$ cat src/design/gbs_div.sv
// Pipelined restoring divider, one quotient bit per stage.
`timescale 1ns / 1ps
`default_nettype none
module gbs_div #(
  parameter int unsigned DEN_W  = 31,
  parameter int unsigned Q_W    = 20,
  parameter int unsigned SIDE_W = 1
) (
  input  wire logic                   clk_i,
  input  wire logic                   rst_ni,
  input  wire logic                   en_i,
  input  wire logic                   vld_i,
  input  wire logic [DEN_W+Q_W-1:0]   num_i,
  input  wire logic [DEN_W-1:0]       den_i,
  input  wire logic [SIDE_W-1:0]      side_i,
  output logic                        vld_o,
  output logic [Q_W-1:0]              quo_o,
  output logic [SIDE_W-1:0]           side_o
);

  localparam int unsigned RW = DEN_W + Q_W;

  logic              vld_q  [Q_W];
  logic [RW-1:0]     rem_q  [Q_W];
  logic [Q_W-1:0]    quo_q  [Q_W];
  logic [DEN_W-1:0]  den_q  [Q_W];
  logic [SIDE_W-1:0] side_q [Q_W];

  for (genvar j = 0; j < Q_W; j++) begin : g_step
    localparam int unsigned B = Q_W - 1 - j;
    logic              vld_s;
    logic [RW-1:0]     rem_s;
    logic [Q_W-1:0]    quo_s;
    logic [DEN_W-1:0]  den_s;
    logic [SIDE_W-1:0] side_s;
    logic [RW-1:0]     trial;
    logic              ge;

    if (j == 0) begin : g_first
      assign vld_s  = vld_i;
      assign rem_s  = num_i;
      assign quo_s  = '0;
      assign den_s  = den_i;
      assign side_s = side_i;
    end else begin : g_next
      assign vld_s  = vld_q[j-1];
      assign rem_s  = rem_q[j-1];
      assign quo_s  = quo_q[j-1];
      assign den_s  = den_q[j-1];
      assign side_s = side_q[j-1];
    end

    assign trial = RW'(den_s) << B;
    assign ge    = rem_s >= trial;

    always_ff @(posedge clk_i or negedge rst_ni) begin
      if (!rst_ni) begin
        vld_q[j] <= 1'b0;
      end else if (en_i) begin
        vld_q[j] <= vld_s;
      end
    end

    always_ff @(posedge clk_i) begin
      if (en_i) begin
        rem_q[j]  <= ge ? rem_s - trial : rem_s;
        quo_q[j]  <= ge ? (quo_s | (Q_W'(1) << B)) : quo_s;
        den_q[j]  <= den_s;
        side_q[j] <= side_s;
      end
    end
  end

  assign vld_o  = vld_q[Q_W-1];
  assign quo_o  = quo_q[Q_W-1];
  assign side_o = side_q[Q_W-1];

endmodule
`default_nettype wire

$ cat config.mk
export PLATFORM = sky130hd
export DESIGN_NAME = gbs_div
export DESIGN_NICKNAME = d
export VERILOG_FILES = /design/src/design/gbs_div.sv
export SDC_FILE = /design/constraint.sdc
export NUM_CORES = 2
export LEC_CHECK = 0
export ABC_CLOCK_PERIOD_IN_PS = 5240
export BUFFER_PORTS_ARGS = -buffer_cell sky130_fd_sc_hd__buf_2
export CAP_MARGIN = 20
export CORE_ASPECT_RATIO = 0.8
export CORE_MARGIN = 2
export CORE_UTILIZATION = 35
export CTS_BUF_LIST = sky130_fd_sc_hd__clkbuf_16
export CTS_CLUSTER_SIZE = 14
export DETAILED_ROUTE_END_ITERATION = 10
export PLACE_DENSITY = 0.47
export SETUP_SLACK_MARGIN = 0.2
export SLEW_MARGIN = 20
export SYNTH_ARGS = -nofsm -noshare
export SYNTH_HDL_FRONTEND = slang
export SYNTH_SLANG_ARGS = --single-unit
$ cat constraint.sdc
create_clock -name clk_i -period 5.24 [get_ports clk_i]
set_clock_uncertainty 0.1 [all_clocks]
set_input_delay 0.524 -clock clk_i [delete_from_list [all_inputs] [get_ports clk_i]]
set_output_delay 0.524 -clock clk_i [all_outputs]
set_load 0.02 [all_outputs]
; ---- Word level (Yosys, flattened, before mapping)
; Memory sizes are Yosys's and may differ from the RTL's.
; Cells that the tools add are included.
[word_totals]
reg_bits = 20
latchBits = 0
mem_bits_rw = 2060
mem_bits_ro = 0
input_bits = 87
out_inout_bits = 22
elab_cells = 106
mem_count = 4
[mem_list]
columns = name, depth, width, rd, rd_ports_with_merged_regs, write_ports, line_no
row1 = rem_q, 20, 51, 19, 0, 20, 24  ; logic [RW-1:0] rem_q [Q_W];
row2 = den_q, 20, 31, 19, 0, 20, 26  ; logic [DEN_W-1:0] den_q [Q_W];
row3 = quo_q, 20, 20, 20, 0, 20, 25  ; logic [Q_W-1:0] quo_q [Q_W];
row4 = side_q, 20, 1, 20, 0, 20, 27  ; logic [SIDE_W-1:0] side_q [Q_W];
[op_classes]
n_addsub = 20
multipliers = 0
div = 0
n_lt_le_gt_ge = 20
n_eq_ne = 0
shifts = 0
mux = 42
bitwise = 0
n_reduce_logical = 0
[op_table]
columns = op, count
row1 = 51-bit 2-to-1 mux, 20
row2 = 51-bit by 31-bit greater-or-equal comparator with 1-bit output, 1
row3 = 51-bit by 32-bit greater-or-equal comparator with 1-bit output, 1
row4 = 51-bit by 33-bit greater-or-equal comparator with 1-bit output, 1
row5 = 51-bit by 34-bit greater-or-equal comparator with 1-bit output, 1
row6 = 51-bit by 35-bit greater-or-equal comparator with 1-bit output, 1
row7 = 51-bit by 36-bit greater-or-equal comparator with 1-bit output, 1
row8 = 51-bit by 37-bit greater-or-equal comparator with 1-bit output, 1
row9 = 51-bit by 38-bit greater-or-equal comparator with 1-bit output, 1
row10 = 51-bit by 39-bit greater-or-equal comparator with 1-bit output, 1
row11 = 51-bit by 40-bit greater-or-equal comparator with 1-bit output, 1
row12 = 51-bit by 41-bit greater-or-equal comparator with 1-bit output, 1
row13 = 51-bit by 42-bit greater-or-equal comparator with 1-bit output, 1
row14 = 51-bit by 43-bit greater-or-equal comparator with 1-bit output, 1
row15 = 51-bit by 44-bit greater-or-equal comparator with 1-bit output, 1
row16 = 51-bit by 45-bit greater-or-equal comparator with 1-bit output, 1
row17 = 51-bit by 46-bit greater-or-equal comparator with 1-bit output, 1
row18 = 51-bit by 47-bit greater-or-equal comparator with 1-bit output, 1
row19 = 51-bit by 48-bit greater-or-equal comparator with 1-bit output, 1
row20 = 51-bit by 49-bit greater-or-equal comparator with 1-bit output, 1
row21 = 51-bit by 50-bit greater-or-equal comparator with 1-bit output, 1
row22 = 51-bit by 31-bit subtractor with 51-bit output, 1
row23 = 51-bit by 32-bit subtractor with 51-bit output, 1
row24 = 51-bit by 33-bit subtractor with 51-bit output, 1
row25 = other kinds (37), 39

; ---- Depth between registers and ports, before layout
; An unclocked memory read counts as a cell.
[depth]
depth_word = 3
depth_mapped = 17
ltp_nobuf = 16

; ---- Least setup slack after synthesis
; No wires, ideal clock.
[synth_path]
kind = reg2reg
from = memory den_q[9][0]
to = memory rem_q[10][46] (netlist bit), data pin
setup_ns = 0.267
arrival_ns = 3.525
t_required_ns = 4.873
path_slack_ns = 1.348
path_stages_with_launch = 14
path_buffers = 0
synth_period_minus_slack_ns = 3.892
path_cell_list = edfxtp_1 > ha_1 > fa_1 > nand2b_1 > a21oi_2 > o211ai_1 > a21o_1 > o311a_1 > a211oi_2 > a21oi_2 > a2111o_1 > or3_1 > nor4b_2 > xor2_1
[synth_lines]
columns = item, line_no
row1 = from (decl), 26
row2 = to (decl), 24

==> flow_summary.ini <==
[global_routing]
grt-ovfl-total = 0
grt_max_degree = 149
antenna_found_initial = 20
grt_pass1_wl_um = 411100
grt_pass1_vias = 63650
track_usage_pct = 18.88

[cts]
cts_root_buf = clkbuf_16
cts_sinks = 1808
clock_latency_ns = 0.90
htree_levels = 4
postCtsSetupBuffers = 0
clockBufferDepth = 4
cts_tree = built
cts.reportedPaths.clkPinSlew_ns = 0.06
numCtsBuffers = 211

[logic_synthesis]
synth_edf_count = 1788
synth_top_family_by_area = compound AO/OA/AOI/OAI gates
synth_simple_gate_area_share_pct = 10.95
synthTopCellsByArea = edfxtp_1, ha_1, a21oi_1, xnor2_1, o21ai_0
yosys.cell_types.count = 90
synth_async_sr_flop_share_pct = 1.106
syn_area_per_cell_sq_um = 11.26
synthMuxAreaShare_pct = 1.424
yosysSeqAreaShare_pct = 55.32
synth_area_leader_cell = edfxtp_1
synth_ff_type = edfxtp_1
synthXorXnorAreaFrac_pct = 6.124
syn_nets = 9429
ys_ff_latch = 1808
ys_warn_count = 0
yosysTopAreaCellShare_pct = 54.81
synth_compound_gate_area_share_pct = 14.07
syn_area_sq_um = 97960
yosys.area_share.adder_pct = 8.307
synthesis.instances = 8703

[worst_setup_path]
critPathKind = register to register
start_kind = register
endpoint_kind = register
r2r-start = rem_q[13][7]
required_ns = 5.72
critical_path.max_fanout = 5
worst-r2r-cell-count = 12
timing.rr.end = rem_q[14][43]
timing.reg2reg.setup_slack_ns = 0.40
arrival_ns = 5.32

[placed_design]
portBuffers = 108
dp_hpwl_um = 209300
dp_slack_ns = 0.4465
place_congestion = 0.9609

[cells_and_area]
layout.nets = 9756
drive_gt1_share_pct = 8.126
fillerInstances = 26550
syn_to_final_growth_pct = 13.76
final_cell_mix = edfxtp_1, inv_1, nand2_1, a21oi_1, o21ai_0
final_common_cell = edfxtp_1

[detailed_routing]
num_vias = 68800
drtIter0Drc = 7624
drtAntennaViolNets = 0
routed_wl_um = 273800
wl_per_cell_um = 21.28
dr.pass1.iters = 6
drcViolationCount = 0
vias_per_cell = 5.346

[power_and_ir_drop]
clock_power_share_pct = 23.4
switching_share_pct = 37.15
combPwrFrac_pct = 39.8
cellLeakagePower_nw = 43.69
ir_drop_mv = 0.2572
p_sw_mw = 23.09
intPower_mw = 39.06
sequentialPowerShare_pct = 36.7
p_per_area_nw_per_um2 = 557.7

[timing]
setup_viol_count_final = 0
final_max_slew_viol_count = 0
tightest_slew_ns = 1.172
min_period_over_period_pct = 92.34
hold_ws_ns = 0.1542
relSlewSlack_pct = 19.88
setup_slack_ns = 0.4013
finalSetupTns_ns = 0
fmax_ghz = 0.2067
fin_crit_ns = 4.839
rsz0062_at_grt = no
final_hold_viol_count = 0

[worst_hold_path]
hold_depth = 1
worstHoldEndpoint = quo_q[18][3]
hold_path_class = input pin to register
hold_start = en_i

[die]
ioPinCount = 109
start_util_pct = 35.22
dieHeight_um = 477.2
rows = 173
core_area_sq_um = 278100
die_area_sq_um = 284200
die_w_um = 595.5

[status]
status = complete, no violations

[job]
cap_violations = 0
-- state kept, by name, summed over array words and instances (netlist names) --
register / cells
den_q: 589
vld_o: 1
side_q: 20
g_step.vld_s: 19
rem_q: 969
quo_q: 210
-- synth_stat cells, types with 81 or more instances --
cell type and n:
a21o_1 359, a21oi_1 700, clkbuf_1 192, edfxtp_1 1788
ha_1 620, inv_1 772, mux2_2 115, nand2_1 713
nand2b_1 110, nand3_1 150, nand4_1 116, nor2_1 491
nor2b_1 108, nor3_1 129, nor4_1 108, o21ai_0 628
o21bai_1 81, xnor2_1 365, xor2_1 320
-- area by class of cell --
type / instances / area [sq um] / area share, %
flip-flops and latches: 1808 / 54190 / 48.63
clock buffers: 213 / 5330 / 4.783
inverters: 772 / 2898 / 2.600
diodes: 2 / 5.005 / 0.004491
well taps: 3675 / 4598 / 4.126
clock inverters: 163 / 1335 / 1.198
multi-input cells: 5904 / 40260 / 36.13
repair buffers: 333 / 2820 / 2.531
-- worst max-delay path, cell delays in order (launching register included) --
cell and delay (ns):
edfxtp_1 0.41, ha_1 0.37, nor2b_1 0.17, o31a_1 0.29, o21ai_0 0.58, a21oi_1 0.27, o21ai_0 0.69, a21o_1 0.23
a21o_1 0.27, o31ai_1 0.12, a2111oi_0 0.73, buf_4 0.24, xor2_1 0.06
-- stage by stage --
stage	area, sq um	utilization, %	cells	total power, mW
CTS	111400	40.05	12870	62.14
global route	111400	40.06	12870	66.16
finish	111400	40.07	12870	62.15
global placement	103900	37.35	12410	46.84
detailed placement	103900	37.35	12410	47.03
floorplan	97960	-	8703	39.60
-- layer usage --
layer	track usage [%]	share of wire (%)	up-vias
met3	7.403	12	273
met1	32.00	53	33430
met4	2.877	1.4	0
li1	-	-	32670
met5	0	0	-
met2	21.31	33	2431
-- worst max path at each step --
stage                       startpoint             to
after floorplan            den_q[9][0]  rem_q[10][46]
after global placement     den_q[7][0]   rem_q[8][45]
after detailed placement   den_q[7][0]   rem_q[8][45]
after CTS                  den_q[7][0]   rem_q[8][45]
after global routing      rem_q[17][1]  rem_q[18][45]
final                     rem_q[13][7]  rem_q[14][43]
-- repair_timing --
action                                 CTS  global route
resized for setup                        0             9
endpoints found under the hold margin  103             0
setup endpoints to repair                0            36
hold buffers                            85             0
-- cell families after synthesis --
logic type | Yosys count
AO/OA/AOI/OAI | 2250
AND/OR/NAND/NOR | 2205
flip-flops | 1808
buffers and inverters | 991
XOR/XNOR | 685
adder cells (fa/ha/maj) | 639
multiplexers | 125
-- power groups by stage --
stage	combinational, mW	sequential [mW]	clock, mW
5_1_grt	27.3	23.2	15.6
3_5_place_dp	23.9	23.1	0
4_1_cts	24.2	22.9	15.1
2_1_floorplan	17.5	22.1	0
6_report	24.8	22.8	14.6
3_3_place_gp	23.7	23.1	0
Power figures use the tool's default switching activity.
