### src/design/gbs_isqrt.sv
// Pipelined 64-bit integer square root, one result bit per stage.
`timescale 1ns / 1ps
`default_nettype none
module gbs_isqrt #(
  parameter int unsigned SIDE_W = 1
) (
  input  wire logic              clk_i,
  input  wire logic              rst_ni,
  input  wire logic              en_i,
  input  wire logic              vld_i,
  input  wire logic [63:0]       rad_i,
  input  wire logic [SIDE_W-1:0] side_i,
  output logic                   vld_o,
  output logic [31:0]            root_o,
  output logic [SIDE_W-1:0]      side_o
);

  localparam int unsigned STEPS = 32;

  logic              vld_q  [STEPS];
  logic [63:0]       rem_q  [STEPS];
  logic [63:0]       res_q  [STEPS];
  logic [SIDE_W-1:0] side_q [STEPS];

  for (genvar i = 0; i < STEPS; i++) begin : g_step
    localparam logic [63:0] BIT = 64'd1 << (62 - 2 * i);
    logic              vld_s;
    logic [63:0]       rem_s;
    logic [63:0]       res_s;
    logic [SIDE_W-1:0] side_s;
    logic [63:0]       trial;
    logic              ge;

    if (i == 0) begin : g_first
      assign vld_s  = vld_i;
      assign rem_s  = rad_i;
      assign res_s  = '0;
      assign side_s = side_i;
    end else begin : g_next
      assign vld_s  = vld_q[i-1];
      assign rem_s  = rem_q[i-1];
      assign res_s  = res_q[i-1];
      assign side_s = side_q[i-1];
    end

    assign trial = res_s + BIT;
    assign ge    = rem_s >= trial;

    always_ff @(posedge clk_i or negedge rst_ni) begin
      if (!rst_ni) begin
        vld_q[i] <= 1'b0;
      end else if (en_i) begin
        vld_q[i] <= vld_s;
      end
    end

    always_ff @(posedge clk_i) begin
      if (en_i) begin
        rem_q[i]  <= ge ? rem_s - trial : rem_s;
        res_q[i]  <= ge ? (res_s >> 1) + BIT : res_s >> 1;
        side_q[i] <= side_s;
      end
    end
  end

  assign vld_o  = vld_q[STEPS-1];
  assign root_o = res_q[STEPS-1][31:0];
  assign side_o = side_q[STEPS-1];

endmodule
`default_nettype wire

### config.mk
export PLATFORM = sky130hd
export DESIGN_NAME = gbs_isqrt
export DESIGN_NICKNAME = d
export VERILOG_FILES = /design/src/design/gbs_isqrt.sv
export SDC_FILE = /design/constraint.sdc
export NUM_CORES = 2
export LEC_CHECK = 0
export BUFFER_PORTS_ARGS = -buffer_cell sky130_fd_sc_hd__clkbuf_2
export CORE_ASPECT_RATIO = 0.9
export CORE_MARGIN = 2
export CORE_UTILIZATION = 39
export CTS_BUF_LIST = sky130_fd_sc_hd__clkbuf_8
export DETAILED_ROUTE_END_ITERATION = 7
export GPL_ROUTABILITY_DRIVEN = 1
export PLACE_DENSITY = 0.65
export SLEW_MARGIN = 40
export SYNTH_ARGS = -nofsm -noshare
export SYNTH_HDL_FRONTEND = slang
export SYNTH_MEMORY_MAX_BITS = 65536
export SYNTH_SLANG_ARGS = --single-unit
### constraint.sdc
create_clock -name clk_i -period 8.22 [get_ports clk_i]
set_clock_uncertainty 0.05 [all_clocks]
set_input_delay 2.055 -clock clk_i [delete_from_list [all_inputs] [get_ports clk_i]]
set_output_delay 2.055 -clock clk_i [all_outputs]
set_load 0.05 [all_outputs]
After elaboration in Yosys (flattened, before gate mapping)
Memory sizes are Yosys's and may differ from the RTL's.
Cells that the tools add are included.
Cells by class
  add/subtract/negate cells: 94
  multiply operators: 0
  divide/modulo/power cells: 0
  order comparisons: 32
  equality and inequality tests: 0
  shift operators: 0
  mux-type cells: 66
  bitwise operators: 0
  reductions and logical operators: 0
Operators by type and width (number)
  64-bit two-way mux: 63
  64-bit >= comparator: 31
  64-bit subtractor: 31
  63-bit by 1-bit adder with 64-bit output (second input constant): 1
  63-bit by 11-bit adder with 64-bit output (second input constant): 1
  63-bit by 13-bit adder with 64-bit output (second input constant): 1
  63-bit by 15-bit adder with 64-bit output (second input constant): 1
  63-bit by 17-bit adder with 64-bit output (second input constant): 1
  63-bit by 19-bit adder with 64-bit output (second input constant): 1
  63-bit by 21-bit adder with 64-bit output (second input constant): 1
  63-bit by 23-bit adder with 64-bit output (second input constant): 1
  63-bit by 25-bit adder with 64-bit output (second input constant): 1
  63-bit by 27-bit adder with 64-bit output (second input constant): 1
  63-bit by 29-bit adder with 64-bit output (second input constant): 1
  63-bit by 3-bit adder with 64-bit output (second input constant): 1
  63-bit by 31-bit adder with 64-bit output (second input constant): 1
  63-bit by 33-bit adder with 64-bit output (second input constant): 1
  63-bit by 35-bit adder with 64-bit output (second input constant): 1
  63-bit by 37-bit adder with 64-bit output (second input constant): 1
  63-bit by 39-bit adder with 64-bit output (second input constant): 1
  63-bit by 41-bit adder with 64-bit output (second input constant): 1
  63-bit by 43-bit adder with 64-bit output (second input constant): 1
  63-bit by 45-bit adder with 64-bit output (second input constant): 1
  63-bit by 47-bit adder with 64-bit output (second input constant): 1
  other kinds (45): 46
Storage, ports and cells
  flip-flop bits (word level): 32
  latch bits: 0
  bits in writable memories: 4128
  memory bits (read-only): 0
  input port bits: 69
  output and inout bits: 34
  word-level logic and storage cells: 227
  memories kept: 3
Memory list
  rem_q: depth 32, bits a word 64, read ports 31, clocked after memory_dff 0, write ports 32, line 21  | logic [63:0] rem_q [STEPS];
  res_q: depth 32, bits a word 64, read ports 32, clocked after memory_dff 0, write ports 32, line 22  | logic [63:0] res_q [STEPS];
  side_q: depth 32, bits a word 1, read ports 32, clocked after memory_dff 0, write ports 32, line 23  | logic [SIDE_W-1:0] side_q [STEPS];

Depth between registers and ports, before layout
An unclocked memory read counts as a cell.
  depth in word-level cells: 4
  depth in mapped cells: 15
  gate-level depth less buffers: 12

Worst setup path before layout
OpenSTA, ideal clock, no wires.
  path type: register to register
  from: mem rem_q[25][25]
  to: mem rem_q[26][63] (data pin)
  setup time: 258 ps
  data arrival time: 3355 ps
  data required time: 7912 ps
  path slack: 4557 ps
  stages on the path, launching flop included: 12
  path buffers: 1
  clock period less this slack: 3663 ps
  cell sequence: edfxtp_1 -> ha_1 -> buf_2 -> nand4_1 -> or4_1 -> o21bai_1 -> a311oi_2 -> nor2_1 -> or4_4 -> or2_1 -> or3b_1 -> xnor2_1
RTL lines (line)
  start, declared: 21

==> reports/metrics.csv <==
stage;metric;value;unit
worst_setup_path;critPathMaxStageDelay;660;ps
worst_setup_path;crit_arrival;5300;ps
finish;stdcell_count;14424;
run_status;outcome;finished clean;
global_route;grt_pass1_vias;75874;
power;powerDensity;274;mW/mm^2
worst_setup_path;startpoint_type;register;
yosys;synth_common_cells;2544 x edfxtp_1, 687 x inv_1, 659 x nand2_1;
worst_setup_path;r2r_setup_slack;3600;ps
routing;firstDrtPassIters;6;
sta;tns;0;ps
clocking;cts_tree;yes;
sta;relSlewSlack;36.9;%
power;ir_drop;192;uV
finish;finish.instance_area;0.136;sq mm
floorplan;start_util;39.3;%
global_route;met1_usage;26.3;%
sta;final_max_slew_viol_count;0;
routing;avgViaCountPerCell;5.41;
global_route;grt_use_total;18.9;%
finish;finish.utilization;43.8;%
clocking;clock_latency;1130;ps
clocking;htreeDepth;5;
placed_design;portBuffers;102;
power;p_leak;51.1;nW
clocking;clockBufferDepth;4;
routing;drt_wl_total;307;mm
floorplan;die_h;535;microns
worst_setup_path;r2r_start;rem_q[25][1];
yosys;synth_edf_count;2544;
routing;drtAntennaViolNets;0;
yosys;synth_area_per_cell;12.7;sq um
yosys;ys_warn_count;0;
sta;hold_viol;0;
placed_design;dp_hpwl;230;mm
worst_setup_path;cp-startpoint;rem_q[25][1];
routing;wl_per_cell;21.3;microns
worst_setup_path;setup.worst_path.end;rem_q[26][50];
finish;syn_to_final_growth;11.5;%
worst_setup_path;cp_slowest_cell;nor4_1;
sta;rsz0062_at_grt;no;
yosys;synth_seq_cells;2576;
floorplan;die_area;0.317;sq mm
clocking;postCtsHoldBufs;0;
floorplan;io_pins;103;
placed_design;dpl.cell_count;13674;
finish;final_layout_size_suffix_gt1_share;8.95;%
sta;max_freq;217;MHz
worst_setup_path;worstSetupPathType;reg2reg;
clocking;clk_pin_slew;60;ps
yosys;synth.distinct_cells;92;
worst_hold_path;min_path_type;reg2reg;
routing;drc_errors;0;
clocking;numCtsBuffers;412;
yosys;synth_cells;9581;
routing;first_iter_violations;7830;
yosys;syn-num-nets;10208;
yosys;yosys.area.top_type_share;62.6;%
clocking;ctsRootBufferMaster;clkbuf_8;
sta;fin_hold_ws;306;ps
power;clkPwrFrac;29.2;%
sta;fin_crit;4620;ps
worst_setup_path;rr_endpoint;rem_q[26][50];
worst_setup_path;crit_required;8900;ps
global_route;antenna_found_initial;14;
worst_setup_path;crit_path_end_kind;register;
yosys;async_flop_share;1.24;%
floorplan;row_count;194;
worst_setup_path;rr_worst_depth;11;
worst_setup_path;crit_chain;or4_1 > or4_1 > nor4_1 > nor4_1 > nand2_1 > nor2_4 > buf_4 > inv_1 > o2111ai_1 > nor4_1 > xor2_1;
global_route;met3_usage;3.01;%
global_route;grt_max_degree;177;
yosys;yosysMostFrequentCell;edfxtp_1;
power;swShare;31.2;%
yosys;syn_area;0.122;sq mm
worst_setup_path;critPathMaxFanout;44;
sta;period_share;56.2;%
clocking;ctsResizeCount;0;
placed_design;gp_congestion;0.912;
global_route;met2_usage;30.3;%
finish;nets;10603;
sta;setup_viol;0;
run;cap_violations;0;
placed_design;placed_cell_area;0.128;sq mm
yosys;synthTopCellsByArea;edfxtp_1 63%, ha_1 5.7%, xnor2_1 3.4%;
power;seqPwrFrac;49.0;%
floorplan;core_area;0.311;sq mm
yosys;synth_ff_type;edfxtp_1;
power;p_int;25.6;mW
global_route;grt_pass1_wl;466;mm
yosys;yosysSeqAreaShare;63.3;%
power;power_switching;11.6;mW
clocking;cts_sinks;2576;
routing;vias;78086;
global_route;grt-ovfl-total;0;
global_route;busiest_layer;met2;
sta;worstMarginPinSlew;939;ps
worst_setup_path;crit_top_cell;nor4_1;
yosys;yosys.area.top_type;edfxtp_1;
power;pwr-share-comb;21.8;%
floorplan;die_w;593;microns
clocking;post_cts_buffers;0;
==> cells by family (layout without fill, tap and decap cells) <==
| family | count (synthesis) | count (layout) | share of synthesized area, % |
|---|---|---|---|
| DFF | 2576 | 2576 | 63.3 |
| xor gates and xnor gates | 887 | 887 | 6.37 |
| and+or+nand+nor | 2764 | 2764 | 11.7 |
| buffers and inverters | 873 | 1594 | 2.72 |
| AOI/OAI and AO/OA | 1806 | 1806 | 9.12 |
| muxes | 117 | 117 | 1.07 |
| other | 0 | 6 | 0 |
| adders and majority gates | 558 | 558 | 5.72 |
==> metrics by stage <==
| stage | setup WS (ps) | total power [mW] |
|---|---|---|
| after floorplan | 4560 | 23.5 |
| after global placement | 3590 | 26.3 |
| after detailed placement | 3630 | 26.5 |
| after CTS | 3590 | 37.4 |
| after global routing | 3400 | 39.1 |
| final | 3600 | 37.2 |
==> placed cells by master (no fill, tap or decap), types with 90 or more instances in the layout <==
cell | netlist | routed
o21ai_0 | 500 | 497
nand3_1 | 155 | 155
nand2b_1 | 115 | 115
clkinv_1 | 1 | 97
a21o_1 | 265 | 265
nor2_1 | 556 | 554
o21a_1 | 90 | 90
ha_1 | 558 | 558
inv_1 | 687 | 805
clkbuf_2 | 0 | 100
clkbuf_8 | 0 | 414
nor4_1 | 338 | 322
nor3_1 | 254 | 252
edfxtp_1 | 2544 | 2544
nand4_1 | 146 | 146
nand2_1 | 659 | 658
mux2_2 | 107 | 107
xor2_1 | 410 | 410
or3_1 | 105 | 105
a21oi_1 | 565 | 565
xnor2_1 | 477 | 475
==> how the worst min path moves through the flow <==
stage / startpoint / to / slack (ps) / depth (start not counted)
floorplan: side_q[9] / side_q[10] / 350 / 0
global placement: side_q[2] / side_q[3] / 360 / 0
detailed placement: side_q[16] / side_q[17] / 350 / 0
finish: rem_q[9][15] / rem_q[10][15] / 310 / 0
CTS: rem_q[11][14] / rem_q[12][14] / 300 / 0
global route: rem_q[11][14] / rem_q[12][14] / 310 / 0
==> power groups by stage <==
stage	Combinational [mW]	Clock (mW)	Sequential, mW
2_1_floorplan	5.78	0	17.7
3_3_place_gp	7.90	0	18.4
3_5_place_dp	8.01	0	18.5
4_1_cts	8.07	11.2	18.2
5_1_grt	9.02	11.7	18.4
6_report	8.11	10.9	18.2
==> routing by layer <==
layer / up-vias / part of all wire, %
met2: 2607 / 46
met5: - / 0
li1: 36700 / -
met3: 529 / 7.1
met1: 38250 / 44
met4: 0 / 2.8
==> sequential cells by signal (all words and copies together), names as in the netlist <==
signal,cells
rem_q,1984
g_step.vld_s,31
vld_o,1
res_q,528
side_q,32
==> worst max-delay path, delay by kind of cell, from the launching register on <==
family / cells / cell delay [ps]
AND/OR/NAND/NOR: 7 / 2650
buffers and inverters: 2 / 670
AO/OA/AOI/OAI: 1 / 410
flip-flops: 1 / 370
XOR/XNOR: 1 / 110
==> final cells by class <==
type,count,area (sq um)
multi-input cells,6132,41700
repair buffers,166,1350
diodes,6,15.0
inverters,688,2580
flip-flops and latches,2576,77200
clock inverters,326,2290
fillers,28103,175000
clock buffers,414,5700
well taps,4116,5150
Power figures use the tool's default switching activity.
