<file path="config.mk">
export PLATFORM = sky130hd
export DESIGN_NAME = gbs_obuf
export DESIGN_NICKNAME = d
export VERILOG_FILES = /design/src/design/gbs_obuf.sv
export SDC_FILE = /design/constraint.sdc
export NUM_CORES = 1
export LEC_CHECK = 0
export BUFFER_PORTS_ARGS = -buffer_cell sky130_fd_sc_hd__buf_4
export CAP_MARGIN = 20
export CORE_AREA = 3 3 47 49
export CTS_CLUSTER_SIZE = 25
export DETAILED_ROUTE_END_ITERATION = 6
export DIE_AREA = 0 0 50 52
export GPL_TIMING_DRIVEN = 1
export PLACE_DENSITY = 0.71
export RECOVER_POWER = 25
export SKIP_CTS_REPAIR_TIMING = 1
export SYNTH_ARGS = -nofsm -noshare
export SYNTH_HDL_FRONTEND = slang
export SYNTH_SLANG_ARGS = --single-unit
</file>
<file path="constraint.sdc">
create_clock -name clk_i -period 3.65 [get_ports clk_i]
set_clock_uncertainty 0.05 [all_clocks]
set_input_delay 0.73 -clock clk_i [delete_from_list [all_inputs] [get_ports clk_i]]
set_output_delay 0.73 -clock clk_i [all_outputs]
set_load 0.005 [all_outputs]
</file>
<file path="src/design/gbs_obuf.sv">
// Two-entry output buffer that decouples the result side from the pipeline.
`timescale 1ns / 1ps
`default_nettype none
module gbs_obuf #(
  parameter int unsigned W = 8
) (
  input  wire logic         clk_i,
  input  wire logic         rst_ni,
  input  wire logic         push_i,
  input  wire logic [W-1:0] data_i,
  output logic              ready_o,
  output logic              out_valid_o,
  input  wire logic         out_stall_i,
  output logic [W-1:0]      data_o
);

  logic [W-1:0] mem_q [2];
  logic         wr_q, rd_q;
  logic [1:0]   cnt_q;
  logic         pop;

  assign pop         = (cnt_q != 2'd0) && !out_stall_i;
  assign ready_o     = cnt_q != 2'd2;
  assign out_valid_o = cnt_q != 2'd0;
  assign data_o      = mem_q[rd_q];

  always_ff @(posedge clk_i or negedge rst_ni) begin
    if (!rst_ni) begin
      wr_q  <= 1'b0;
      rd_q  <= 1'b0;
      cnt_q <= 2'd0;
    end else begin
      if (push_i) begin
        wr_q <= ~wr_q;
      end
      if (pop) begin
        rd_q <= ~rd_q;
      end
      cnt_q <= cnt_q + 2'(push_i) - 2'(pop);
    end
  end

  always_ff @(posedge clk_i) begin
    if (push_i) begin
      mem_q[wr_q] <= data_i;
    end
  end

endmodule
`default_nettype wire
</file>
* Yosys cells after proc, flatten, opt, wreduce, memory -nomap -nowiden
Memory sizes are Yosys's and may differ from the RTL's.
Index checks and enable logic that the tools add are counted.
** Cells by class
- Reduce and logical (&&, ||, !) cells :: 3
- Equality and inequality tests :: 1
- $add $sub $neg :: 2
- Bitwise operators :: 2
- Multiplexer cells :: 2
** Operator list (count)
- $add 2x1->2 :: 1
- $mux 1 :: 2
- $ne 2x2->1 const B :: 1
- $not 1->1 :: 2
- $reduce_bool 2->1 :: 1
- $sub 2x1->2 :: 1
- $logic_and 1x1->1 :: 1
- $logic_not 1->1 :: 1
** Word-level totals
- Output and inout port bits :: 10
- Bits in writable memories :: 16
- Memories kept :: 1
- Logic and storage cells :: 14
- Bits in registers :: 4
- Bits of input ports :: 12
** Memories
- mem_q :: words 2, bits a word 8, rd ports 1, clocked after memory_dff 0, write ports 1, RTL line 17 : logic [W-1:0] mem_q [2];

* Longest topological paths before layout
Gate-level depths: netlist (run 1).
- Depth after elaboration :: 3
- Mapped depth :: 7
- Depth with buffers taken out :: 7

* Worst setup path before layout (run 1)
OpenSTA, ideal clock, no wires.
- Kind :: input to register
- Start :: input out_stall_i
- End :: register cnt_q[1]
- Path slack :: 1.862 ns
- Arrival :: 1.615 ns
- Library setup time :: 0.123 ns
- Buffers on the path :: 0
- Required time :: 3.477 ns
- Cell stages on the path :: 7
- Cell sequence :: o21bai_1 -> inv_1 -> ha_1 -> inv_1 -> ha_1 -> xnor2_1 -> xnor2_1
** Between the ends
- Cells in the longest elaborated chain, start to end :: 3
** Ends and longest elaborated chain
- from (decl) :: RTL line 13 : input wire logic out_stall_i,
- $logic_not 1->1 :: RTL line 22 : assign pop = (cnt_q != 2'd0) && !out_stall_i;
- $logic_and 1x1->1 :: RTL line 22
- named net pop :: RTL line 20 : logic pop;
- $sub 2x1->2 :: RTL line 39 : cnt_q <= cnt_q + 2'(push_i) - 2'(pop);
- to (signal assigned) :: RTL line 39
- to (decl) :: RTL line 19 : logic [1:0] cnt_q;
The timed path passes the listed nets, and every way through them passes these cells.
A chain may end at the register's enable or synchronous reset.

* Final worst setup path (run 1)
- Start :: register rd_q
- End :: output data_o[3]
** Between the ends
- Cells in the longest elaborated chain, start to end :: 1
** Ends and longest elaborated chain
- from (decl) :: RTL line 18 : logic wr_q, rd_q;
- from (signal assigned) :: RTL line 37 : rd_q <= ~rd_q;
- $mem_v2 2x8
- to (decl) :: RTL line 14 : output logic [W-1:0] data_o
No other way between the ends.

==> results.ini, run 1 <==
[worst_setup_path]
end_kind=output pin
arrival_ps=1440
cp_max_fo=9
required_ps=2870
r2r_cells=7
crit_type=flop to output pin
r2r_setup_slack_ps=2000
cp-start-kind=flop

[die]
die-height_um=52
initial_utilization=0.4276
fp.dieW_um=50
core_sq_mm=0.001902
placementRows=16
die_area_sq_mm=0.002600
io_pins=22

[synthesis]
ys_ff_latch=20
syn_nets=57
mappedNetlistArea_sq_um=813.3
syn_avg_cell_area_sq_um=18.91
synth-seq-area-share=0.7138
synthDistinctLibCells=13
yosysWarnings=0
postSynthCellCount=43

[placed_design]
place_congestion=0.6198
dpl.hpwl_um=855.1
port_buffers=21
place_ws_ps=1679

[route]
drt_iter0_drc=10
drt_pass1_iterations=3
drtAntennaViolNets=0
drcViolationCount=0
routed_wl_um=1115
viasPerCell=4.319
wl_per_cell_um=11.86
num_vias=406

[clocking]
clkSinkCount=20
cts_buffers=3
cts_tree=done
cts.reportedPaths.clkPinSlew_ps=100
htree_levels=1
max-clock-path-buffers=2
clock_latency_ps=280
root_buffer=clkbuf_4

[timing]
setup_viol=0
setup_ws_ps=1433
rsz0062_at_grt=false
worst_slew_pin_slew_ps=695.0
finalCriticalPeriod_ps=2217
finalCritPeriodShare=0.6074
fin_setup_tns_ps=0
fmax_mhz=451.1
maxSlewViolCount=0
final_hold_viol_count=0
maxSlewHeadroom=0.5357

[layout]
area.growth.synth_to_final_pct=24.92
mostFrequentLayoutCells=buf_4, edfxtp_1, mux2_4
antennaDiodeCount=0
fillCellCount=161
nets=82
drive_gt1_frac=0.4776

[grt]
overflow=0
grt_use_total=0.1054
grt_max_degree=12
grt_pass1_vias=440
grt_pass1_wl_um=1932
antenna_found_initial=0

[power]
power.leakage_nw=0.4286
vdd_ir_drop_max_mv=0.3337
power.density_mw_per_mm2=701.5

[job]
cap_violations=0

[worst_hold_path]
hold_class=primary input to async pin

[outcome]
status=completed

==> where the power goes <==
part	total, mW	leakage [nW]	internal [mW]	switching, mW
Sequential	0.361	0.197	0.311	0.0500
Clock	0.101	0.0150	0.0424	0.0589
Combinational	0.250	0.217	0.166	0.0839
==> Yosys cell counts <==
cell | count | area [sq um]
edfxtp_1 | 16 | 480.5
mux2_4 | 8 | 120.1
dfrtp_1 | 4 | 100.1
inv_1 | 3 | 11.26
xnor2_1 | 3 | 26.28
ha_1 | 2 | 25.02
and2_1 | 1 | 6.260
buf_6 | 1 | 11.26
nand2_1 | 1 | 3.750
nor2b_1 | 1 | 6.260
o21bai_1 | 1 | 7.510
or2_2 | 1 | 6.260
xor2_1 | 1 | 8.760
==> metal layers <==
| metal | wire length, um | GRT usage |
|---|---|---|
| met1 | 437 | 0.1138 |
| met5 | 0 | 0 |
| met4 | 17 | 0.08295 |
| met2 | 613 | 0.1761 |
| met3 | 47 | 0.02579 |
==> through the flow <==
step | utilization | hold slack (ps) | area, sq um | total power [mW] | cells
floorplan | - | 384.4 | 813.3 | 0.5234 | 43
global placement | 0.5224 | 418.6 | 993.5 | 0.6134 | 90
detailed placement | 0.5224 | 444.6 | 993.5 | 0.6253 | 90
CTS | 0.5362 | 158.0 | 1020 | 0.7274 | 94
global route | 0.5342 | 204.6 | 1016 | 0.7706 | 94
finish | 0.5342 | 208.4 | 1016 | 0.7127 | 94
==> cell families after synthesis <==
| logic type | after synthesis | synth area share |
|---|---|---|
| buffers and inverters | 4 | 0.02769 |
| muxes | 8 | 0.1477 |
| xor gates and xnor gates | 4 | 0.04308 |
| adders and majority gates | 2 | 0.03076 |
| AOI/OAI and AO/OA | 1 | 0.009234 |
| DFF | 20 | 0.7139 |
| and+or+nand+nor | 4 | 0.02770 |
==> sequential cells by signal, indices dropped and copies added (netlist names) <==
register,flops
mem_q,16
wr_q,1
cnt_q,2
rd_q,1
==> final cells by class <==
type                            instances  area [sq um]  area share
Clock buffer                            4         26.28     0.02586
Inverter                                3         11.26     0.01108
Timing Repair Buffer                   21         153.9      0.1515
Tap cell                               27         33.78     0.03325
Multi-Input combinational cell         19         210.2      0.2069
Sequential cell                        20         580.6      0.5714
==> worst max-delay path: stages, from the launching register on <==
cell     delay, ps
dfrtp_1        670
mux2_4         350
buf_4          130
==> final timing paths <==
path                             end      from
min                         cnt_q[0]    rst_ni
min in group clk_i              wr_q      wr_q
min reg2reg                     wr_q      wr_q
max                        data_o[3]      rd_q
max reg2reg                 cnt_q[1]  cnt_q[1]
max in group asynchronous       rd_q    rst_ni
(Power assumes the default switching activity.)
==> run 2: changes to the inputs <==
--- a/config.mk
+++ b/config.mk
@@ -5,6 +5,7 @@
 export SDC_FILE = /design/constraint.sdc
 export NUM_CORES = 1
 export LEC_CHECK = 0
+export ABC_AREA = 1
 export BUFFER_PORTS_ARGS = -buffer_cell sky130_fd_sc_hd__buf_4
 export CAP_MARGIN = 20
 export CORE_AREA = 3 3 47 49
@@ -12,7 +13,7 @@
 export DETAILED_ROUTE_END_ITERATION = 6
 export DIE_AREA = 0 0 50 52
 export GPL_TIMING_DRIVEN = 1
-export PLACE_DENSITY = 0.71
+export PLACE_DENSITY = 0.72
 export RECOVER_POWER = 25
 export SKIP_CTS_REPAIR_TIMING = 1
 export SYNTH_ARGS = -nofsm -noshare
==> constraint.sdc (replaced) <==
create_clock -name clk_i -period 2.31 [get_ports clk_i]
set_clock_uncertainty 0.05 [all_clocks]
set_input_delay 0.462 -clock clk_i [delete_from_list [all_inputs] [get_ports clk_i]]
set_output_delay 0.462 -clock clk_i [all_outputs]
set_load 0.005 [all_outputs]
==> results.ini, run 2 <==
[outcome]
status=completed  ; unchanged

[synthesis]
synth-seq-area-share=0.7030  ; was 0.7138
yosysMostFrequentCell=nand2_1  ; was edfxtp_1
yosysWarnings=0  ; unchanged
synth_area_leaders=edfxtp_1, nand2_1, dfrtp_1  ; was edfxtp_1, mux2_4, dfrtp_1
syn_nets=86  ; was 57
synth_edf_count=16  ; unchanged
synthFlopType=edfxtp_1  ; unchanged
synthDistinctLibCells=13  ; unchanged
syn_avg_cell_area_sq_um=11.47  ; was 18.91 sq um
synthArstFlopShare=0.2000  ; unchanged
synthTopCellsByCount=nand2_1, edfxtp_1, inv_1  ; was edfxtp_1, mux2_4, dfrtp_1
mappedNetlistArea_sq_um=825.8  ; was 813.3 sq um
yosys.area.top_type=edfxtp_1  ; unchanged
ys_ff_latch=20  ; unchanged
postSynthCellCount=72  ; was 43
synth_top_area_frac=0.5818  ; was 0.5908

[die]
core_sq_mm=0.001902  ; unchanged
die_area_sq_mm=0.002600  ; unchanged
fp.dieW_um=50  ; unchanged
initial_utilization=0.4342  ; was 0.4276
die-height_um=52  ; unchanged
io_pins=22  ; unchanged
placementRows=16  ; unchanged

[layout]
antennaDiodeCount=0  ; unchanged
layout_commonest_cell=nand2_1
area.growth.synth_to_final_pct=26.21  ; was 24.92%
drive_gt1_frac=0.2990  ; was 0.4776
largest_reg_flops=16  ; unchanged
reg.largest.list=mem_q (16), cnt_q (2)  ; unchanged
nets=112  ; was 82
mostFrequentLayoutCells=nand2_1, edfxtp_1, buf_4  ; was buf_4, edfxtp_1, mux2_4
top_register=mem_q  ; unchanged

[placed_design]
place_ws_ps=741.1  ; was 1679 ps
place_congestion=0.7143  ; was 0.6198
dpl.hpwl_um=949.3  ; was 855.1 um
port_buffers=21  ; unchanged

[timing]
finalCritPeriodShare=0.7659
maxSlewViolCount=0  ; unchanged
finalCriticalPeriod_ps=1769
fmax_mhz=565.2
fin_setup_tns_ps=0  ; unchanged
worst_slew_pin_slew_ps=672.8  ; was 695.0 ps
maxSlewHeadroom=0.5498  ; was 0.5357
final_hold_viol_count=0  ; unchanged
setup_viol=0  ; unchanged
setup_ws_ps=540.7  ; was 1433 ps
rsz0062_at_grt=false  ; unchanged

[route]
drt_iter0_drc=9  ; was 10
num_vias=524  ; was 406
drt_pass1_iterations=3  ; unchanged
drtAntennaViolNets=0  ; unchanged
drcViolationCount=0  ; unchanged
wl_per_cell_um=10.15  ; was 11.86 um
routed_wl_um=1259  ; was 1115 um
viasPerCell=4.226  ; was 4.319

[clocking]
cts.reportedPaths.clkPinSlew_ps=100  ; about the same
clkSinkCount=20  ; unchanged
root_buffer=clkbuf_4  ; unchanged
clock_latency_ps=280  ; about the same
cts_buffers=3  ; unchanged
max-clock-path-buffers=2  ; unchanged
htree_levels=1  ; unchanged
cts_tree=done  ; unchanged

[worst_hold_path]
hold_class=primary input to flop  ; was primary input to async pin

[power]
p_total_mw=1.138  ; was 0.7127 mW
vdd_ir_drop_max_mv=0.5522  ; was 0.3337 mV
power.density_mw_per_mm2=1092  ; was 701.5 mW/mm^2
power.leakage_nw=0.4977  ; was 0.4286 nW

[worst_setup_path]
crit_type=flop to output pin  ; unchanged
required_ps=1800  ; was 2870 ps
cp_max_fo=10  ; was 9
end_kind=output pin  ; unchanged
cp-start-kind=flop  ; unchanged
arrival_ps=1260  ; was 1440 ps

[grt]
grt_max_degree=12  ; unchanged
grt_pass1_vias=545  ; was 440
overflow=0  ; unchanged
antenna_found_initial=0  ; unchanged
grt_pass1_wl_um=2194  ; was 1932 um
grt_use_total=0.1146  ; was 0.1054

[job]
cap_violations=0  ; unchanged

run 2: worst max-delay path, cell delays in order (launching register included):
cell and delay, ps:
dfrtp_1 650, inv_8 70, nand2_1 70, nand2_1 50
buf_4 130
run 2: cell type report:
cell class	count	area, sq um
multi-input cells	41	188.9
inverters	10	45.04
repair buffers	22	167.7
flip-flops and latches	20	580.6
fillers	180	859.6
well taps	27	33.78
clock inverters	1	3.754
clock buffers	3	22.52
run 2: logic make-up (layout without fill, tap and decap cells):
group,after synthesis,count (layout),share of synthesized area
adders and majority gates,2,2,0.03030
and+or+nand+nor,38,38,0.1879
buffers and inverters,11,36,0.06819
xor gates and xnor gates,1,1,0.01061
DFF,20,20,0.7030
run 2: per-layer routing:
layer  vias up  share of wire  track usage
li1        276              -            -
met1       236           0.38       0.1283
met2        10           0.56       0.2022
met3         2          0.044      0.02006
met4         0          0.014      0.06912
met5         -              0            0
run 2: path summary, 6_finish.rpt:
| kind | start | to | slack (ps) | cells past startpoint |
|---|---|---|---|---|
| worst min register to register | wr_q | wr_q | 460 | 1 |
| worst min-delay path | data_i[7] | mem_q[0][7] | 310 | 1 |
| max in group asynchronous | rst_ni | rd_q | 1660 | 2 |
| min in group asynchronous | rst_ni | wr_q | 450 | 2 |
| worst max-delay path | rd_q | data_o[5] | 540 | 4 |
| worst max register to register | cnt_q[1] | cnt_q[1] | 900 | 9 |
run 2: metrics by stage:
stage                     hold WS (ps)  utilization  instances  area (sq um)
after detailed placement         211.0       0.5289        119          1006
final                            311.7       0.5480        124          1042
after CTS                       -110.0       0.5428        123          1032
after floorplan                  116.4            -         72         825.8
after global placement           211.0       0.5289        119          1006
after global routing             291.6       0.5480        124          1042
run 2: power by group:
part	switching, mW	internal [mW]	leakage, nW
clock	0.0946	0.0627	0.0154
combinational	0.218	0.205	0.285
sequential	0.0671	0.490	0.198
total	0.380	0.758	0.498
==> run 3: changes to the inputs <==
==> constraint.sdc (replaced) <==
create_clock -name clk_i -period 1.7 [get_ports clk_i]
set_clock_uncertainty 0.05 [all_clocks]
set_input_delay 0.34 -clock clk_i [delete_from_list [all_inputs] [get_ports clk_i]]
set_output_delay 0.34 -clock clk_i [all_outputs]
set_load 0.005 [all_outputs]
==> results.ini, run 3 (synthesis gave the netlist of run 2 again) <==
[power]
power.density_mw_per_mm2=1596  ; was 1092 mW/mm^2
vdd_ir_drop_max_mv=0.8877  ; was 0.5522 mV
power.leakage_nw=0.5194  ; was 0.4977 nW

[worst_setup_path]
critical_path_buf_inv_count=2  ; unchanged
reg2reg_to=cnt_q[1]  ; unchanged
r2r_setup_slack_ps=310  ; was 900 ps
crit_type=flop to output pin  ; unchanged
r2r_start=cnt_q[1]  ; unchanged
cp_max_fo=10  ; unchanged
max_stage_delay_ps=520  ; was 650 ps
arrival_ps=1140  ; was 1260 ps
path_cells=inv_8 -> nand2_1 -> nand2_1 -> buf_4  ; unchanged
required_ps=1310  ; was 1800 ps
cp_slowest_cell=dfrtp_2  ; was dfrtp_1
crit_family=flip-flops  ; unchanged
cp-start-kind=flop  ; unchanged
end_kind=output pin  ; unchanged
cp_common_cell=nand2_1  ; unchanged
r2r_cells=9  ; unchanged

[route]
num_vias=541  ; was 524
drcViolationCount=0  ; unchanged
drt_pass1_iterations=4  ; was 3
routed_wl_um=1256  ; was 1259 um
viasPerCell=4.294  ; was 4.226
wl_per_cell_um=9.968  ; was 10.15 um
drt_iter0_drc=15  ; was 9
drtAntennaViolNets=0  ; unchanged

[timing]
maxSlewViolCount=0  ; unchanged
fmax_mhz=655.6
final_hold_viol_count=0  ; unchanged
finalCritPeriodShare=0.8972
fin_setup_tns_ps=0  ; unchanged
finalCriticalPeriod_ps=1525
rsz0062_at_grt=false  ; unchanged
worst_slew_pin_slew_ps=327.6  ; was 672.8 ps
setup_viol=0  ; unchanged
maxSlewHeadroom=0.7814  ; was 0.5498

[layout]
drive_gt1_frac=0.3333  ; was 0.2990
layout_commonest_cell=nand2_1  ; unchanged
nets=114  ; was 112
area.growth.synth_to_final_pct=31.36  ; was 26.21%
top_register=mem_q  ; unchanged
fin_area_sq_mm=0.001085  ; was 0.001042 sq mm
largest_reg_flops=16  ; unchanged
antennaDiodeCount=0  ; unchanged
mostFrequentLayoutCells=nand2_1, buf_4, edfxtp_1  ; was nand2_1, edfxtp_1, buf_4
reg.largest.list=mem_q (16), cnt_q (2)  ; unchanged

[die]
initial_utilization=0.4342  ; unchanged
io_pins=22  ; unchanged
fp.dieW_um=50  ; unchanged
die-height_um=52  ; unchanged
die_area_sq_mm=0.002600  ; unchanged
core_sq_mm=0.001902  ; unchanged
placementRows=16  ; unchanged

[outcome]
status=completed  ; unchanged

[placed_design]
place_congestion=0.7321  ; was 0.7143
port_buffers=21  ; unchanged
dpl.hpwl_um=934.9  ; was 949.3 um
dpl_cell_area_sq_mm=0.001021  ; was 0.001006 sq mm

[clocking]
htree_levels=1  ; unchanged
root_buffer=clkbuf_4  ; unchanged
cts_tree=done  ; unchanged
clock_latency_ps=290  ; was 280 ps
max-clock-path-buffers=2  ; unchanged
cts.reportedPaths.clkPinSlew_ps=120  ; was 100 ps
clkSinkCount=20  ; unchanged
cts_buffers=3  ; unchanged

[worst_hold_path]
hold_depth=1  ; unchanged
hold_class=primary input to flop  ; unchanged
hp-start=data_i[5]  ; was data_i[7]
min_to=mem_q[1][5]  ; was mem_q[0][7]

[grt]
overflow=0  ; unchanged
grt_max_degree=13  ; was 12
grt_pass1_wl_um=2201  ; was 2194 um
antenna_found_initial=0  ; unchanged
grt_use_total=0.1166  ; was 0.1146
grt_pass1_vias=533  ; was 545

[job]
cap_violations=0  ; unchanged

==> run 3: cell types whose count changed in the layout (fill, tap and decap cells not counted) <==
cell and delta:
clkinv_1 -1, buf_4 +2, dfrtp_1 -1, dfrtp_2 +1
bufinv_16 +1
==> run 3: routing by layer <==
layer,vias up,GRT usage,share of wire
met2,10,0.2022,0.52
met3,2,0.02865,0.043
met1,248,0.1287,0.42
met5,-,0,0
met4,0,0.06912,0.014
li1,281,-,-
==> run 3: power breakdown <==
| group | leakage [nW] | internal [mW] | total [mW] | switching, mW |
|---|---|---|---|---|
| combinational | 0.295 | 0.294 | 0.593 | 0.298 |
| clock | 0.0279 | 0.238 | 0.381 | 0.143 |
| sequential | 0.197 | 0.668 | 0.757 | 0.0891 |
==> run 3: how the worst max path moves through the flow <==
| stage | start | endpoint | slack, ps | depth (start not counted) |
|---|---|---|---|---|
| floorplan | cnt_q[1] | cnt_q[1] | 360 | 9 |
| global placement | cnt_q[1] | cnt_q[1] | 350 | 9 |
| detailed placement | cnt_q[1] | cnt_q[1] | 310 | 9 |
| CTS | rd_q | data_o[1] | 20 | 4 |
| global route | rd_q | data_o[4] | 70 | 4 |
| finish | rd_q | data_o[1] | 170 | 4 |
==> run 3: worst register-to-register path: cells and delay by family (launching register included) <==
kind          cells  cell delay, ps
fa+ha+maj         2             440
buf+inv           3             160
flops             1             420
simple gates      4             250
==> run 3: final cells by class <==
class,instances,area [sq um]
clock inverters,1,30.03
inverters,10,45.04
clock buffers,3,22.52
multi-input cells,41,188.9
flip-flops and latches,20,581.8
well taps,27,33.78
repair buffers,24,182.7
fillers,168,817.0
==> run 3: through the flow <==
stage,hold WS (ps),cells,power [mW],worst slack [ps],util
2_1_floorplan,-5.591,72,1.104,361.3,-
3_3_place_gp,89.46,121,1.357,346.8,0.5368
3_5_place_dp,91.39,121,1.376,312.9,0.5368
4_1_cts,-238.4,125,1.755,22.79,0.5645
5_1_grt,161.1,126,1.874,69.22,0.5704
6_report,172.0,126,1.731,174.7,0.5704
